==> src/rtl/htx_pkg.sv <==
// Shared types, constants and character helpers for the HTML text extractor.
// Used by htx_tag, htx_entity and html_text_extractor; depends on nothing.

package htx_pkg;

   // Tag name buffer: letters stored while tag_count + 1 < TAG_BUF.
   localparam int TAG_BUF    = 16;
   // Entity buffer: characters stored while entity_count < ENTITY_BUF.
   localparam int ENTITY_BUF = 12;

   localparam int TAG_CNT_W  = $clog2(TAG_BUF);
   localparam int ENT_CNT_W  = $clog2(ENTITY_BUF + 1);

   // Longest name ever compared is "/noscript", so only that many tag letters are kept.
   localparam int NAME_MAX   = 9;
   localparam int TAG_KEEP   = NAME_MAX;
   // Longest named entity is four letters; numeric parsing is tracked on the fly.
   localparam int ENT_KEEP   = 4;

   localparam logic [15:0] CAP_RESET = 16'd256;

   localparam logic [7:0] CH_SPACE = 8'h20;
   localparam logic [7:0] CH_LT    = 8'h3C;
   localparam logic [7:0] CH_GT    = 8'h3E;
   localparam logic [7:0] CH_AMP   = 8'h26;
   localparam logic [7:0] CH_SEMI  = 8'h3B;
   localparam logic [7:0] CH_HASH  = 8'h23;
   localparam logic [7:0] CH_SLASH = 8'h2F;
   localparam logic [7:0] CH_QUOT  = 8'h22;
   localparam logic [7:0] CH_APOS  = 8'h27;
   localparam logic [7:0] CH_ZERO  = 8'h30;
   localparam logic [7:0] CH_NBSP  = 8'hA0;

   // One input beat as seen by the processing logic.
   typedef struct packed {
      logic       go;
      logic       finish;
      logic [7:0] data;
   } step_type;

   // What the tag tracker hands to the text path.
   typedef struct packed {
      logic text_push;
      logic space_push;
   } tag_route_type;

   // A byte offered to the next stage of the text path.
   typedef struct packed {
      logic       en;
      logic [7:0] chr;
   } txt_type;

   function automatic logic is_ws(input logic [7:0] c);
      return (c == CH_SPACE) || (c >= 8'd9 && c <= 8'd13);
   endfunction

   function automatic logic is_letter(input logic [7:0] c);
      return (c >= 8'h61 && c <= 8'h7A) || (c >= 8'h41 && c <= 8'h5A);
   endfunction

   function automatic logic is_digit(input logic [7:0] c);
      return c >= 8'h30 && c <= 8'h39;
   endfunction

   // Compares the first n stored characters with a right-justified string of len chars.
   function automatic logic same_name(input logic [NAME_MAX-1:0][7:0] t, input int n,
                                      input logic [8*NAME_MAX-1:0] s, input int len);
      logic ok;
      ok = (n == len);
      for (int i = 0; i < NAME_MAX; i++) begin
         if (i < len && t[i] != 8'(s >> (8 * (len - 1 - i)))) ok = 1'b0;
      end
      return ok;
   endfunction

endpackage

==> src/rtl/htx_tag.sv <==
// Tag tracker: collects the lowercased tag name, handles suppression of
// script/style/noscript text and routes bytes to the text path. Uses htx_pkg.

module htx_tag (
   input  logic                   clock,
   input  logic                   reset,
   input  htx_pkg::step_type      step,
   output htx_pkg::tag_route_type route
);
   import htx_pkg::*;

   logic                       inside_ff, inside_in;
   logic                       ended_ff, ended_in;
   logic                       supp_ff, supp_in;
   logic [TAG_CNT_W-1:0]       cnt_ff, cnt_in;
   logic [TAG_KEEP-1:0][7:0]   chr_ff, chr_in;

   logic [7:0] b;
   logic       sup_on, sup_off, spacey;
   int         n;

   assign b = step.data;
   assign n = int'(cnt_ff);

   // Classify the collected name at the closing bracket.
   always_comb begin
      sup_on  = same_name(chr_ff, n, "script", 6) || same_name(chr_ff, n, "style", 5) ||
                same_name(chr_ff, n, "noscript", 8);
      sup_off = same_name(chr_ff, n, "/script", 7) || same_name(chr_ff, n, "/style", 6) ||
                same_name(chr_ff, n, "/noscript", 9);
      spacey  = (n > 0 && chr_ff[0] == CH_SLASH) || same_name(chr_ff, n, "br", 2) ||
                same_name(chr_ff, n, "p", 1) || same_name(chr_ff, n, "li", 2);
   end

   // Per-beat state update and routing.
   always_comb begin
      inside_in        = inside_ff;
      ended_in         = ended_ff;
      supp_in          = supp_ff;
      cnt_in           = cnt_ff;
      chr_in           = chr_ff;
      route.text_push  = 1'b0;
      route.space_push = 1'b0;
      if (step.go && !step.finish) begin
         if (inside_ff) begin
            if (b == CH_GT) begin
               inside_in = 1'b0;
               cnt_in    = '0;
               if (sup_on) begin
                  supp_in = 1'b1;
               end else if (sup_off) begin
                  supp_in = 1'b0;
               end else if (!supp_ff && spacey) begin
                  route.space_push = 1'b1;
               end
            end else if (is_ws(b)) begin
               ended_in = 1'b1;
            end else if (!ended_ff && n < TAG_BUF - 1 &&
                         (is_letter(b) || (b == CH_SLASH && n == 0))) begin
               for (int i = 0; i < TAG_KEEP; i++) begin
                  if (n == i) chr_in[i] = is_letter(b) ? (b | 8'h20) : b;
               end
               cnt_in = cnt_ff + TAG_CNT_W'(1);
            end
         end else if (b == CH_LT) begin
            inside_in = 1'b1;
            cnt_in    = '0;
            ended_in  = 1'b0;
         end else if (!supp_ff) begin
            route.text_push = 1'b1;
         end
      end
   end

   // Control state.
   always_ff @(posedge clock) begin
      if (reset) begin
         inside_ff <= 1'b0;
         ended_ff  <= 1'b0;
         supp_ff   <= 1'b0;
         cnt_ff    <= '0;
      end else begin
         inside_ff <= inside_in;
         ended_ff  <= ended_in;
         supp_ff   <= supp_in;
         cnt_ff    <= cnt_in;
      end
   end

   // Name characters are read only below the count, so they need no reset.
   always_ff @(posedge clock) begin
      chr_ff <= chr_in;
   end

endmodule

==> src/rtl/htx_entity.sv <==
// Entity decoder: tracks an open character reference, decodes named and
// numeric forms at the semicolon and passes other bytes on. Uses htx_pkg.

module htx_entity (
   input  logic              clock,
   input  logic              reset,
   input  htx_pkg::step_type step,
   input  htx_pkg::txt_type  push,
   output htx_pkg::txt_type  txt
);
   import htx_pkg::*;

   // Wrapping numeric accumulator with a sticky overflow flag; only values below 256 can ever emit.
   typedef struct packed {
      logic [7:0] acc;
      logic       big;
      logic       stop;
   } num_type;

   logic [ENT_CNT_W-1:0]     cnt_ff, cnt_in;
   logic [ENT_KEEP-1:0][7:0] chr_ff, chr_in;
   num_type                  num_a_ff, num_a_in;
   num_type                  num_b_ff, num_b_in;
   logic                     z2_ff, z2_in;
   logic                     x3_ff, x3_in;
   logic                     pfx_ff, pfx_in;

   logic [7:0]               v;
   logic [ENT_CNT_W-1:0]     pos;
   int                       n;
   logic [NAME_MAX-1:0][7:0] name;
   logic                     hex_mode;
   num_type                  sel;
   logic                     dec_en;
   logic [7:0]               dec_chr;

   function automatic logic is_x(input logic [7:0] c);
      return c == 8'h78 || c == 8'h58;
   endfunction

   function automatic logic is_hex(input logic [7:0] c);
      return is_digit(c) || (c >= 8'h61 && c <= 8'h66) || (c >= 8'h41 && c <= 8'h46);
   endfunction

   function automatic num_type num_step(input num_type s, input logic hex,
                                        input logic [7:0] c);
      num_type     r;
      logic        ok;
      logic [3:0]  d;
      logic [11:0] nxt;
      r   = s;
      ok  = hex ? is_hex(c) : is_digit(c);
      d   = is_digit(c) ? c[3:0] : 4'(c[3:0] + 4'd9);
      nxt = hex ? ({s.acc, 4'h0} + 12'(d))
                : (12'({s.acc, 3'b000}) + 12'({s.acc, 1'b0}) + 12'(d));
      if (!s.stop) begin
         if (!ok) begin
            r.stop = 1'b1;
         end else begin
            r.acc = nxt[7:0];
            r.big = s.big | (nxt[11:8] != 4'h0);
         end
      end
      return r;
   endfunction

   assign v        = push.chr;
   assign pos      = cnt_ff - ENT_CNT_W'(1);
   assign n        = int'(pos);
   assign hex_mode = is_x(chr_ff[1]);

   // Decode of the closed reference.
   always_comb begin
      name = '0;
      for (int i = 0; i < ENT_KEEP; i++) name[i] = chr_ff[i];
      sel     = (n >= 2 && hex_mode && pfx_ff) ? num_b_ff : num_a_ff;
      dec_en  = 1'b0;
      dec_chr = CH_SPACE;
      if (same_name(name, n, "amp", 3)) begin
         dec_en  = 1'b1;
         dec_chr = CH_AMP;
      end else if (same_name(name, n, "lt", 2)) begin
         dec_en  = 1'b1;
         dec_chr = CH_LT;
      end else if (same_name(name, n, "gt", 2)) begin
         dec_en  = 1'b1;
         dec_chr = CH_GT;
      end else if (same_name(name, n, "quot", 4)) begin
         dec_en  = 1'b1;
         dec_chr = CH_QUOT;
      end else if (same_name(name, n, "apos", 4)) begin
         dec_en  = 1'b1;
         dec_chr = CH_APOS;
      end else if (same_name(name, n, "nbsp", 4)) begin
         dec_en  = 1'b1;
         dec_chr = CH_SPACE;
      end else if (n >= 1 && chr_ff[0] == CH_HASH && !sel.big) begin
         if (sel.acc != 8'h00 && !sel.acc[7]) begin
            dec_en  = 1'b1;
            dec_chr = sel.acc;
         end else if (sel.acc == CH_NBSP) begin
            dec_en  = 1'b1;
            dec_chr = CH_SPACE;
         end
      end
   end

   // Per-beat update of the open reference.
   always_comb begin
      cnt_in   = cnt_ff;
      chr_in   = chr_ff;
      num_a_in = num_a_ff;
      num_b_in = num_b_ff;
      z2_in    = z2_ff;
      x3_in    = x3_ff;
      pfx_in   = pfx_ff;
      txt.en   = 1'b0;
      txt.chr  = v;
      if (step.go) begin
         if (step.finish) begin
            cnt_in = '0;
         end else if (push.en) begin
            if (cnt_ff != '0) begin
               if (v == CH_SEMI) begin
                  cnt_in  = '0;
                  txt.en  = dec_en;
                  txt.chr = dec_chr;
               end else if (int'(cnt_ff) < ENTITY_BUF &&
                            (is_letter(v) || is_digit(v) || v == CH_HASH)) begin
                  for (int i = 0; i < ENT_KEEP; i++) begin
                     if (n == i) chr_in[i] = v;
                  end
                  // Decimal digits start right after '#', hex after "#x".
                  if (n == 1 && !is_x(v)) num_a_in = num_step(num_a_ff, 1'b0, v);
                  if (n >= 2) num_a_in = num_step(num_a_ff, hex_mode, v);
                  // A second "0x" after "#x" restarts the hex value at the fifth char.
                  if (n == 2) z2_in = (v == CH_ZERO);
                  if (n == 3) x3_in = is_x(v);
                  if (n == 4) pfx_in = z2_ff && x3_ff && is_hex(v);
                  if (n >= 4 && hex_mode) num_b_in = num_step(num_b_ff, 1'b1, v);
                  cnt_in = cnt_ff + ENT_CNT_W'(1);
               end else begin
                  cnt_in = '0;
                  txt.en = 1'b1;
               end
            end else if (v == CH_AMP) begin
               cnt_in   = ENT_CNT_W'(1);
               num_a_in = '0;
               num_b_in = '0;
               pfx_in   = 1'b0;
            end else begin
               txt.en = 1'b1;
            end
         end
      end
   end

   // Open/closed state.
   always_ff @(posedge clock) begin
      if (reset) begin
         cnt_ff <= '0;
      end else begin
         cnt_ff <= cnt_in;
      end
   end

   // Reference contents; the accumulators and prefix flag are cleared when a reference opens.
   always_ff @(posedge clock) begin
      chr_ff   <= chr_in;
      num_a_ff <= num_a_in;
      num_b_ff <= num_b_in;
      z2_ff    <= z2_in;
      x3_ff    <= x3_in;
      pfx_ff   <= pfx_in;
   end

endmodule

==> src/rtl/html_text_extractor.sv <==
// Top level of the HTML text extractor: input register, text emitter and
// result register. Instantiates htx_tag and htx_entity; uses htx_pkg.

// Each accepted req beat (a raw HTML byte, or a finish command) yields one or
// two rsp beats; the last one carries rsp_last. A beat that emits nothing shows
// rsp_char_valid low. When a collapsed space and a text byte are both emitted,
// the space comes first and the result register holds the second beat in a
// second slot, so the input side pauses until that beat has left. Otherwise
// one beat is taken every cycle while rsp_stall is low, and an accepted req
// beat passes the input register, then the result register, to its first rsp
// beat. rsp_room_left reports whether emitted length plus one is still below
// csr capacity after the step. csr_wr_data sets the capacity (reset value 256)
// and must only be written while no beat is in flight.

module html_text_extractor (
   input  logic        clock,
   input  logic        reset,
   input  logic        req_valid,
   output logic        req_stall,
   input  logic        req_type,
   input  logic [7:0]  req_in_byte,
   output logic        rsp_valid,
   input  logic        rsp_stall,
   output logic        rsp_char_valid,
   output logic [7:0]  rsp_out_char,
   output logic        rsp_room_left,
   output logic        rsp_last,
   input  logic        csr_wr_en,
   input  logic [15:0] csr_wr_data
);
   import htx_pkg::*;

   logic        in_valid_ff;
   logic        in_type_ff;
   logic [7:0]  in_byte_ff;

   logic [15:0] cap_ff;
   logic [15:0] len_ff, len_in;
   logic        pend_ff, pend_in;

   logic        out_valid_ff, out_valid_in;
   logic        out_cv_ff, out_cv_in;
   logic [7:0]  out_char_ff, out_char_in;
   logic        out_room_ff, out_room_in;
   logic        out_last_ff, out_last_in;
   logic        sec_valid_ff, sec_valid_in;
   logic [7:0]  sec_char_ff, sec_char_in;

   logic          out_free;
   step_type      step;
   tag_route_type route;
   txt_type       push;
   txt_type       txt;
   logic [17:0]   len_x;
   logic          room0, room1, room2;
   logic          e1, e2;

   // The output side is free when it is empty or its last beat leaves now.
   assign out_free  = !out_valid_ff || (!rsp_stall && !sec_valid_ff);
   assign req_stall = in_valid_ff && !out_free;

   assign step.go     = in_valid_ff && out_free;
   assign step.finish = in_type_ff;
   assign step.data   = in_byte_ff;

   htx_tag u_tag (
      .clock (clock),
      .reset (reset),
      .step  (step),
      .route (route)
   );

   assign push.en  = route.text_push | route.space_push;
   assign push.chr = route.space_push ? CH_SPACE : in_byte_ff;

   htx_entity u_entity (
      .clock (clock),
      .reset (reset),
      .step  (step),
      .push  (push),
      .txt   (txt)
   );

   // Capacity checks for zero, one or two more emitted bytes.
   assign len_x = {2'b00, len_ff};
   assign room0 = (len_x + 18'd1) < {2'b00, cap_ff};
   assign room1 = (len_x + 18'd2) < {2'b00, cap_ff};
   assign room2 = (len_x + 18'd3) < {2'b00, cap_ff};

   // Whitespace collapse and emission.
   always_comb begin
      len_in  = len_ff;
      pend_in = pend_ff;
      e1      = 1'b0;
      e2      = 1'b0;
      if (step.go) begin
         if (step.finish) begin
            pend_in = 1'b0;
         end else if (txt.en) begin
            if (is_ws(txt.chr)) begin
               pend_in = (len_ff != 16'd0);
            end else begin
               e1      = pend_ff && room0;
               e2      = e1 ? room1 : room0;
               len_in  = len_ff + 16'(e1) + 16'(e2);
               pend_in = 1'b0;
            end
         end
      end
   end

   // Result register with a second slot for the byte after a space.
   always_comb begin
      out_valid_in = out_valid_ff;
      out_cv_in    = out_cv_ff;
      out_char_in  = out_char_ff;
      out_room_in  = out_room_ff;
      out_last_in  = out_last_ff;
      sec_valid_in = sec_valid_ff;
      sec_char_in  = sec_char_ff;
      if (step.go) begin
         out_valid_in = 1'b1;
         out_cv_in    = e1 | e2;
         out_char_in  = e1 ? CH_SPACE : (e2 ? txt.chr : 8'h00);
         out_room_in  = (e1 && e2) ? room2 : ((e1 || e2) ? room1 : room0);
         out_last_in  = !(e1 && e2);
         sec_valid_in = e1 && e2;
         sec_char_in  = txt.chr;
      end else if (out_valid_ff && !rsp_stall) begin
         if (sec_valid_ff) begin
            out_cv_in    = 1'b1;
            out_char_in  = sec_char_ff;
            out_last_in  = 1'b1;
            sec_valid_in = 1'b0;
         end else begin
            out_valid_in = 1'b0;
         end
      end
   end

   // Control state and configuration.
   always_ff @(posedge clock) begin
      if (reset) begin
         in_valid_ff  <= 1'b0;
         out_valid_ff <= 1'b0;
         sec_valid_ff <= 1'b0;
         cap_ff       <= CAP_RESET;
         len_ff       <= '0;
         pend_ff      <= 1'b0;
      end else begin
         if (!req_stall) in_valid_ff <= req_valid;
         out_valid_ff <= out_valid_in;
         sec_valid_ff <= sec_valid_in;
         if (csr_wr_en) cap_ff <= csr_wr_data;
         len_ff       <= len_in;
         pend_ff      <= pend_in;
      end
   end

   // Payload registers.
   always_ff @(posedge clock) begin
      if (req_valid && !req_stall) begin
         in_type_ff <= req_type;
         in_byte_ff <= req_in_byte;
      end
      out_cv_ff   <= out_cv_in;
      out_char_ff <= out_char_in;
      out_room_ff <= out_room_in;
      out_last_ff <= out_last_in;
      sec_char_ff <= sec_char_in;
   end

   assign rsp_valid      = out_valid_ff;
   assign rsp_char_valid = out_cv_ff;
   assign rsp_out_char   = out_char_ff;
   assign rsp_room_left  = out_room_ff;
   assign rsp_last       = out_last_ff;

endmodule

==> config.mk <==
export PLATFORM = sky130hd
export DESIGN_NAME = html_text_extractor
export DESIGN_NICKNAME = d
export VERILOG_FILES = /design/src/rtl/htx_pkg.sv /design/src/rtl/htx_tag.sv /design/src/rtl/htx_entity.sv /design/src/rtl/html_text_extractor.sv
export SDC_FILE = /design/constraint.sdc
export NUM_CORES = 1
export LEC_CHECK = 0
export BUFFER_PORTS_ARGS = -buffer_cell sky130_fd_sc_hd__buf_4
export CAP_MARGIN = 40
export CORE_AREA = 4 4 183 185
export CTS_CLUSTER_DIAMETER = 40
export DETAILED_ROUTE_END_ITERATION = 16
export DIE_AREA = 0 0 187 189
export PLACE_DENSITY = 0.55
export REMOVE_ABC_BUFFERS = 1
export SKIP_CTS_REPAIR_TIMING = 1
export SLEW_MARGIN = 5
export SYNTH_ARGS = -nofsm -noshare
export SYNTH_HDL_FRONTEND = slang
export SYNTH_SLANG_ARGS = --single-unit
export TNS_END_PERCENT = 20
==> constraint.sdc <==
create_clock -name clock -period 13.25 [get_ports clock]
set_clock_uncertainty 0.1 [all_clocks]
set_input_delay 0.6625 -clock clock [delete_from_list [all_inputs] [get_ports clock]]
set_output_delay 0.6625 -clock clock [all_outputs]
set_load 0.02 [all_outputs]
==> flow_summary.toml <==
[power]
finalPower_uw = 1706
vdd_drop_max_mv = 0.09296
power_density_nw_per_um2 = 125.9
p_switching_uw = 388.1
power_frac_clock = 0.541
p_comb_frac = 0.051
power_frac_seq = 0.408
intPower_uw = 1318
power.leakage_uw = 0.005057
swShare = 0.2274

[critical_path]
path_class = "reg -> reg"
path_delay_family = "simple AND/OR/NAND/NOR gates"
cp_max_fo = 21
crit_buf_inv = 1
endpoint_kind = "register"
crit_slowest_cell = "edfxtp_1"
critPathRequiredTime_ns = 13.40
cp-start-kind = "register"
arrival_ns = 6.53
max_stage_delay_ns = 0.88
crit_path_frequent_cell = "o21ai_0"

[grt]
grt-busiest-layer = "met2"
grt_pass1_vias = 8737
grt_pass1_wl_um = 47600
antenna_found_initial = 0
grtUsageMet3 = 0.03466
gr-usage-met1 = 0.2234
grt_max_degree = 42
grtUsageTotal = 0.1653
gr-total-overflow = 0
grt_use_met2 = 0.2690

[logic_synthesis]
synth-seq-area-share = 0.4811
synthArstFlopShare = 0
synth_edf_count = 155
synth_warnings = 0
netlist_area_um2 = 11630
synth_ff_type = "edfxtp_1"
synth_top_area_frac = 0.4002
synth_cell_types = 78
synthCells = 1118
yosys-top-cells-area = "edfxtp_1 40%, ha_1 8.4%, dfxtp_1 8.1%, nor2_1 3.8%, a21oi_1 2.3%"
ys_ff_latch = 202
yosysTopAreaCell = "edfxtp_1"
avgSynthCellArea_um2 = 10.40

[clock_network]
cts.sinks = 202
cts_max_level = 2
root_buffer = "clkbuf_16"
clk_pin_slew_worst_paths_ns = 0.05
tritoncts = "yes"
numCtsBuffers = 38
cts_buffer_depth = 3
clkLatencyLatePin_ns = 0.51

[placement]
place.gp.congestion = 0.9318
portBuffers = 42
dp_hpwl_um = 21760
placed_area_um2 = 12320

[floorplanning]
coreArea_um2 = 32040
die_x_um = 187
die_height_um = 189
ios = 43
die_area_um2 = 35340
start_util = 0.3630
rows = 66

[routing]
drt_iter0_drc = 560
post_drt_wl_per_cell_um = 18.69
drt-total-wl_um = 29790
route.detailed.drc = 0
viasPerCell = 5.465
vias = 8712
detail-route-antenna-nets = 0
first_pass_iters = 5

[layout]
final_area_um2 = 13550
ff_latch_area_um2 = 5595
diodes = 0
final_common_cell = "edfxtp_1"
utilization = 0.4230
multi_input_area_um2 = 5647
n_fill_cell = 3053
drive_above_1_share = 0.1155
area.growth.synth_to_final_pct = 16.55
layout_common_cells = "155 x edfxtp_1, 118 x nor2_1, 78 x ha_1, 68 x nand2_1, 53 x a21oi_1"
nets = 1270

[timing]
fmax_ghz = 0.1566
finalSetupTns_ns = 0
drv_slew = 0
setup_viol_count_final = 0
hold_viol = 0
relSlewSlack = 0.4124
rsz0062_at_grt = "false"
period_minus_slack_ns = 6.384
period_share = 0.4818
tightest_slew_ns = 0.8691

[min_path]
min_path_type = "in -> reg"

[status]
outcome = "complete, no violations"

[job]
cap_violations = 0
==> cell families (layout without fill, tap and decap cells) <==
family,after synthesis,after routing,synth area share
adders and majority gates,81,81,0.08908
xor gates and xnor gates,57,57,0.04293
muxes,17,17,0.01463
AOI/OAI and AO/OA,194,194,0.1137
buffers and inverters,99,167,0.03335
DFF,202,202,0.4811
and+or+nand+nor,468,468,0.2252
==> through the flow <==
step                hold WS, ns  worst slack [ns]  std cells
finish                   0.2268             6.866       1594
global route             0.1994             6.122       1594
CTS                      0.2029             6.882       1594
detailed placement       0.3792             6.930       1527
global placement         0.3611             7.106       1524
floorplan                0.3394             7.768       1067
==> worst register-to-register path, delay by kind of cell (launching register included) <==
family	cells	cell delay, ns
buffers and inverters	1	0.12
and+or+nand+nor	13	2.55
adders and majority gates	3	1.03
AOI/OAI and AO/OA	9	1.22
DFF	1	0.88
xor gates and xnor gates	1	0.21
==> layout make-up <==
type	count	area share
Clock buffer	44	0.07486
Multi-Input combinational cell	817	0.4166
Tap cell	408	0.03766
Timing Repair Buffer	52	0.02880
Inverter	48	0.01329
Sequential cell	202	0.4128
Clock inverter	23	0.01597
==> flip-flops by register name, indices dropped and copies added, names as in the netlist, 4 cells and up <==
name,flops
sec_char_ff,8
u_tag.chr_ff,72
in_byte_ff,8
u_tag.cnt_ff,4
u_entity.chr_ff,32
cap_ff,16
u_entity.num_a_ff,10
u_entity.num_b_ff,10
rsp_out_char,8
u_entity.cnt_ff,4
len_ff,16
==> metal layers <==
layer,part of all wire,wire (um),up-vias
li1,-,-,4260
met3,0.054,1598,59
met2,0.46,13580,263
met4,0.023,686,0
met5,0,0,-
met1,0.47,13920,4130
==> path summary, 6_finish.rpt <==
check                       from                   end  slack [ns]  cells past startpoint
setup / recovery   in_byte_ff[3]  u_entity.num_a_ff[1]        6.87                     27
hold / removal    req_in_byte[4]         in_byte_ff[4]        0.23                      1
setup reg to reg   in_byte_ff[3]  u_entity.num_a_ff[1]        6.87                     27
hold reg to reg        cap_ff[1]             cap_ff[1]        0.39                      2
==> power by group through the flow <==
| stage | Sequential, uW | Clock (uW) | Combinational (uW) |
|---|---|---|---|
| 3_3_place_gp | 708 | 0 | 86.7 |
| 3_5_place_dp | 709 | 0 | 87.9 |
| 6_report | 696 | 922 | 87.5 |
| 2_1_floorplan | 711 | 0 | 47.9 |
| 4_1_cts | 696 | 945 | 88.5 |
| 5_1_grt | 697 | 982 | 98.6 |
==> synthesized netlist by cell type (23+ instances only) <==
cell type and n:
xor2_1 29, nand3_1 28, nor3_1 30, ha_1 78, and2_1 24, edfxtp_1 155
clkbuf_1 40, inv_1 48, dfxtp_1 47, nand2_1 68, a21oi_1 53, nand4_1 30
xnor2_1 28, nor2_1 118, a21o_1 23, o21ai_0 31
Note: power is estimated with default switching activity, not from simulation.
